`src/bsli_pkg.sv`:
```
// ============================================================================
// bsli_pkg
// Shared types and constants of the table lookup interpolator.
// ============================================================================
package bsli_pkg;

    localparam int CFG_W  = 11;   // entries_in_use register
    localparam int IDX_W  = 10;   // entry_index field
    localparam int DATA_W = 32;   // Q16.16 words
    localparam int MAG_W  = 32;   // magnitude of a difference of two words
    localparam int PROD_W = 2 * MAG_W;
    localparam int QUOT_W = 34;   // quotient bits kept; larger values saturate

    localparam logic [QUOT_W-1:0] Q_SAT = QUOT_W'(64'h2_0000_0000);
    localparam logic [DATA_W-1:0] VAL_MAX = 32'h7FFF_FFFF;
    localparam logic [DATA_W-1:0] VAL_MIN = 32'h8000_0000;

    localparam logic CMD_WRITE = 1'b0;
    localparam logic CMD_QUERY = 1'b1;

    localparam logic [1:0] ST_OK    = 2'd0;
    localparam logic [1:0] ST_BELOW = 2'd1;
    localparam logic [1:0] ST_ABOVE = 2'd2;
    localparam logic [1:0] ST_SHORT = 2'd3;

    typedef struct packed {
        logic                     command;
        logic [IDX_W-1:0]         entry_index;
        logic signed [DATA_W-1:0] entry_x;
        logic signed [DATA_W-1:0] entry_y;
        logic signed [DATA_W-1:0] request_x;
    } t_in;

    typedef struct packed {
        logic signed [DATA_W-1:0] value;
        logic [1:0]               status;
    } t_out;

    typedef struct packed {
        logic              done;
        logic              sat;
        logic [QUOT_W-1:0] quot;
    } t_div_res;

endpackage

```
`src/bsli_div.sv`:
```
// ============================================================================
// bsli_div
// Restoring divider, one quotient bit per cycle, with early saturation.
// ============================================================================
module bsli_div
    import bsli_pkg::*;
(
    input  logic              i_clk,
    input  logic              i_rst_n,
    input  logic              i_start,
    input  logic [PROD_W-1:0] i_dividend,
    input  logic [MAG_W-1:0]  i_divisor,
    output t_div_res          o_res
);

    localparam int CNT_W = $clog2(QUOT_W + 1);

    logic              r_busy, n_busy;
    logic              r_done, n_done;
    logic              r_sat, n_sat;
    logic [CNT_W-1:0]  r_cnt, n_cnt;
    logic [MAG_W-1:0]  r_rem, n_rem;
    logic [MAG_W-1:0]  r_div, n_div;
    logic [QUOT_W-1:0] r_q, n_q;

    logic [MAG_W:0]    trial;
    logic [MAG_W:0]    diff;
    logic              ge;
    logic [MAG_W-1:0]  top_bits;

    assign top_bits = MAG_W'(i_dividend[PROD_W-1:QUOT_W]);
    assign trial    = {r_rem, r_q[QUOT_W-1]};
    assign diff     = trial - {1'b0, r_div};
    assign ge       = trial >= {1'b0, r_div};

    always_comb begin
        n_busy = r_busy;
        n_done = 1'b0;
        n_sat  = r_sat;
        n_cnt  = r_cnt;
        n_rem  = r_rem;
        n_div  = r_div;
        n_q    = r_q;
        if (i_start) begin
            n_div = i_divisor;
            // A quotient of 2^34 or more is clipped anyway, so skip the loop.
            if (top_bits >= i_divisor) begin
                n_sat  = 1'b1;
                n_done = 1'b1;
            end else begin
                n_sat  = 1'b0;
                n_busy = 1'b1;
                n_rem  = top_bits;
                n_q    = i_dividend[QUOT_W-1:0];
                n_cnt  = CNT_W'(QUOT_W);
            end
        end else if (r_busy) begin
            n_rem = ge ? diff[MAG_W-1:0] : trial[MAG_W-1:0];
            n_q   = {r_q[QUOT_W-2:0], ge};
            n_cnt = r_cnt - 1'b1;
            if (r_cnt == CNT_W'(1)) begin
                n_busy = 1'b0;
                n_done = 1'b1;
            end
        end
    end

    always_ff @(posedge i_clk) begin
        if (!i_rst_n) begin
            r_busy <= 1'b0;
            r_done <= 1'b0;
            r_cnt  <= '0;
        end else begin
            r_busy <= n_busy;
            r_done <= n_done;
            r_cnt  <= n_cnt;
        end
        r_sat <= n_sat;
        r_rem <= n_rem;
        r_div <= n_div;
        r_q   <= n_q;
    end

    assign o_res.done = r_done;
    assign o_res.sat  = r_sat;
    assign o_res.quot = r_q;

endmodule

```
`config.mk`:
```
export PLATFORM = sky130hd
export DESIGN_NAME = bsli_div
export DESIGN_NICKNAME = d
export VERILOG_FILES = /design/src/bsli_pkg.sv /design/src/bsli_div.sv
export SDC_FILE = /design/constraint.sdc
export NUM_CORES = 1
export LEC_CHECK = 0
export BUFFER_PORTS_ARGS = -buffer_cell sky130_fd_sc_hd__buf_2
export CELL_PAD_IN_SITES_DETAIL_PLACEMENT = 1
export CELL_PAD_IN_SITES_GLOBAL_PLACEMENT = 1
export CORE_ASPECT_RATIO = 2
export CORE_UTILIZATION = 35
export CTS_BUF_LIST = sky130_fd_sc_hd__clkbuf_8
export DETAILED_ROUTE_END_ITERATION = 10
export HOLD_SLACK_MARGIN = 0.02
export PLACE_DENSITY_LB_ADDON = 0.08
export SLEW_MARGIN = 20
export SYNTH_ARGS = -nofsm -noshare
export SYNTH_HDL_FRONTEND = slang
export SYNTH_SLANG_ARGS = --single-unit
```
`constraint.sdc`:
```
create_clock -name i_clk -period 7.4 [get_ports i_clk]
set_input_delay 0.74 -clock i_clk [delete_from_list [all_inputs] [get_ports i_clk]]
set_output_delay 0.74 -clock i_clk [all_outputs]
set_load 0.01 [all_outputs]
```
==> flow_metrics.env <==
export IMPL_path_delay_family="compound AO/OA/AOI/OAI gates"
export IMPL_post_cts_buffers=0
export IMPL_num_rows=73
export IMPL_switching_share=0.428
export IMPL_root_buffer="clkbuf_8"
export IMPL_final_nets=985
export IMPL_crit_buf_inv=2
export IMPL_setup_violations=0
export IMPL_drv_cap=0
export IMPL_routed_top_layer="met4"
export IMPL_cts_buffers=9
export IMPL_grt_pass1_wl_um=32900
export IMPL_path_class="in -> reg"
export IMPL_combPwrFrac=0.513
export IMPL_num_vias=5773
export IMPL_run_status="finished clean"
export IMPL_ys_ff_latch=107
export IMPL_ctsResizeCount=0
export IMPL_avgSynthCellArea_um2=10.1
export IMPL_fmax_mhz=230
export IMPL_clock_path_buffers=2
export IMPL_yosys_area_top_type="edfxtp_1"
export IMPL_met2_wirelength_um=11500
export IMPL_slowest_stage="mux2_2"
export IMPL_synth_top_cell_area_share=0.416
export IMPL_seq_power_share=0.348
export IMPL_fin_ws_ns=3.05
export IMPL_tns_ns=0
export IMPL_start_util=0.359
export IMPL_hold_viol=0
export IMPL_vdd_drop_max_mv=0.145
export IMPL_cp_max_fo=42
export IMPL_hpwl_um=15800
export IMPL_placement_io_buffers=134
export IMPL_synth_area_leaders="edfxtp_1 42%, ha_1 11%, mux2_2 5.7%, inv_1 4.0%, nand2_1 2.7%"
export IMPL_layout_commonest_cell="buf_2"
export IMPL_grt_max_degree=60
export IMPL_first_iter_violations=138
export IMPL_firstDrtPassIters=4
export IMPL_power_mw=2.55
export IMPL_synth_edf_count=99
export IMPL_crit_required_ns=7.47
export IMPL_regArea_um2=3130
export IMPL_synth_cells=704
export IMPL_htreeDepth=3
export IMPL_cts_hold_buffers=0
export IMPL_final_core_util=0.412
export IMPL_core_area_um2=19900
export IMPL_drcViolationCount=0
export IMPL_grt_pass1_vias=6529
export IMPL_die_area_um2=21000
export IMPL_die_h_um=204
export IMPL_rsz0062_at_grt="no"
export IMPL_crit_path_end_kind="flop"
export IMPL_ys_flop_type="edfxtp_1"
export IMPL_cts_clk_slew_worst_paths_ns=0.11
export IMPL_preCtsSetupSlack_ns=2.57
export IMPL_fill_cells=2340
export IMPL_m1WireLength_um=7360
export IMPL_period_share=0.588
export IMPL_gp_congestion=0.774
export IMPL_clock_latency_ns=0.43
export IMPL_antenna_cells=0
export IMPL_io_pins=135
export IMPL_wirelength_um=20300
export IMPL_synthArstFlopShare=0
export IMPL_yosysSeqAreaShare=0.439
export IMPL_switchingPower_mw=1.09
export IMPL_start_kind="input port"
export IMPL_synth_area_um2=7140
export IMPL_cts_tree="yes"
export IMPL_die_w_um=103
export IMPL_routed_via_density=5.31
export IMPL_p_clk_frac=0.139
export IMPL_layout_common_cells="133 x buf_2, 99 x edfxtp_1, 78 x inv_1"
export IMPL_syn_nets=868
export IMPL_ant_nets=0
export IMPL_drv_slew=0
export IMPL_finalCriticalPeriod_ns=4.35
export IMPL_critPathMaxStageDelay_ns=0.75
export IMPL_grt_overflow=0
export IMPL_wire_per_inst_um=18.7
export IMPL_p_int_mw=1.46
export IMPL_worstPathCellList="buf_2 > ha_1 > a21o_1 > a21o_1 > a21oi_1 > o21ai_0 > a2111oi_0 > o211ai_1 > o211ai_1 > mux2_2 > buf_4"
export IMPL_clock_sinks=107
export IMPL_skew_ns=0.0136
export IMPL_hold_path_class="in -> reg"
export IMPL_powerDensity_nw_per_um2=311
export IMPL_drive_gt1_frac=0.240
export IMPL_antenna_found_initial=0
export IMPL_grtUsageTotal=0.209
export IMPL_arrival_ns=4.42
export IMPL_p_leak_nw=3.60
export IMPL_met3_length_um=838
export IMPL_synthToLayoutAreaGrowth_pct=14.8
export IMPL_slew_headroom=0.472
export IMPL_multi_input_area_um2=3570
export IMPL_yosys_warnings=0
export IMPL_synth_cell_types=58
export IMPL_tightest_slew_ns=0.772
-- stage by stage --
stage                     instance area [um^2]  std cells  hold WS (ns)
after floorplan                           7140        704         0.492
after global placement                    8020       1072         0.508
after detailed placement                  8020       1072         0.526
after CTS                                 8200       1088         0.450
after global routing                      8200       1088         0.467
final                                     8200       1088         0.498
-- cell usage after synthesis (15+ instances only) --
cell / n
nand3_1: 19
a21oi_1: 38
ha_1: 64
a31oi_1: 23
mux2_2: 36
a21o_1: 23
edfxtp_1: 99
nand2_1: 52
nor2_1: 42
inv_1: 77
clkbuf_1: 15
nand4_1: 15
o21ai_0: 29
-- sequential cells by signal, indices dropped and copies added, names as in the netlist --
signal	count
r_sat	1
r_done	1
r_rem	32
r_cnt	6
r_div	32
r_q	34
r_busy	1
-- path summary, 6_finish.rpt --
path | start | endpoint | slack [ns] | cells after the start
max | i_dividend[59] | r_q[5] | 3.05 | 11
max reg2reg | r_rem[9] | r_rem[0] | 3.38 | 9
min reg2reg | r_cnt[3] | r_cnt[3] | 0.54 | 2
min | i_divisor[16] | r_div[16] | 0.50 | 1
-- worst register-to-register path, cell delays in order, from the launching register on --
cell      delay (ns)
edfxtp_1        0.42
ha_1            0.48
nand4_1         0.15
o221ai_1        0.48
nor4_2          0.21
o311ai_4        0.58
and2_1          0.72
buf_4           0.38
a21oi_1         0.11
mux2_2          0.26
-- power groups by stage --
stage / Sequential [mW] / Clock, mW / Combinational (mW)
after detailed placement: 0.901 / 0 / 1.32
final: 0.887 / 0.354 / 1.31
after CTS: 0.889 / 0.376 / 1.33
after floorplan: 0.895 / 0 / 0.958
after global placement: 0.896 / 0 / 1.30
after global routing: 0.904 / 0.391 / 1.46
-- area by class of cell --
cell class,count,share of cell area
inverter,77,0.0353
timing repair buffer,138,0.0858
clock buffer,9,0.0151
multi-input combinational,488,0.435
sequential,107,0.382
tap,262,0.0400
clock inverter,7,0.00641
-- kinds of logic after synthesis --
logic type      share of synthesized area
compound gates                      0.172
buf+inv                            0.0619
simple gates                        0.119
flops                               0.439
xor+xnor                           0.0294
fa+ha+maj                           0.115
mux                                0.0638
-- routing by layer --
metal | up-vias | track usage
met5 | - | 0
met2 | 108 | 0.404
met3 | 21 | 0.0499
met1 | 2828 | 0.203
li1 | 2816 | -
met4 | 0 | 0.0880
No activity file was read; power rests on OpenSTA's default activity.
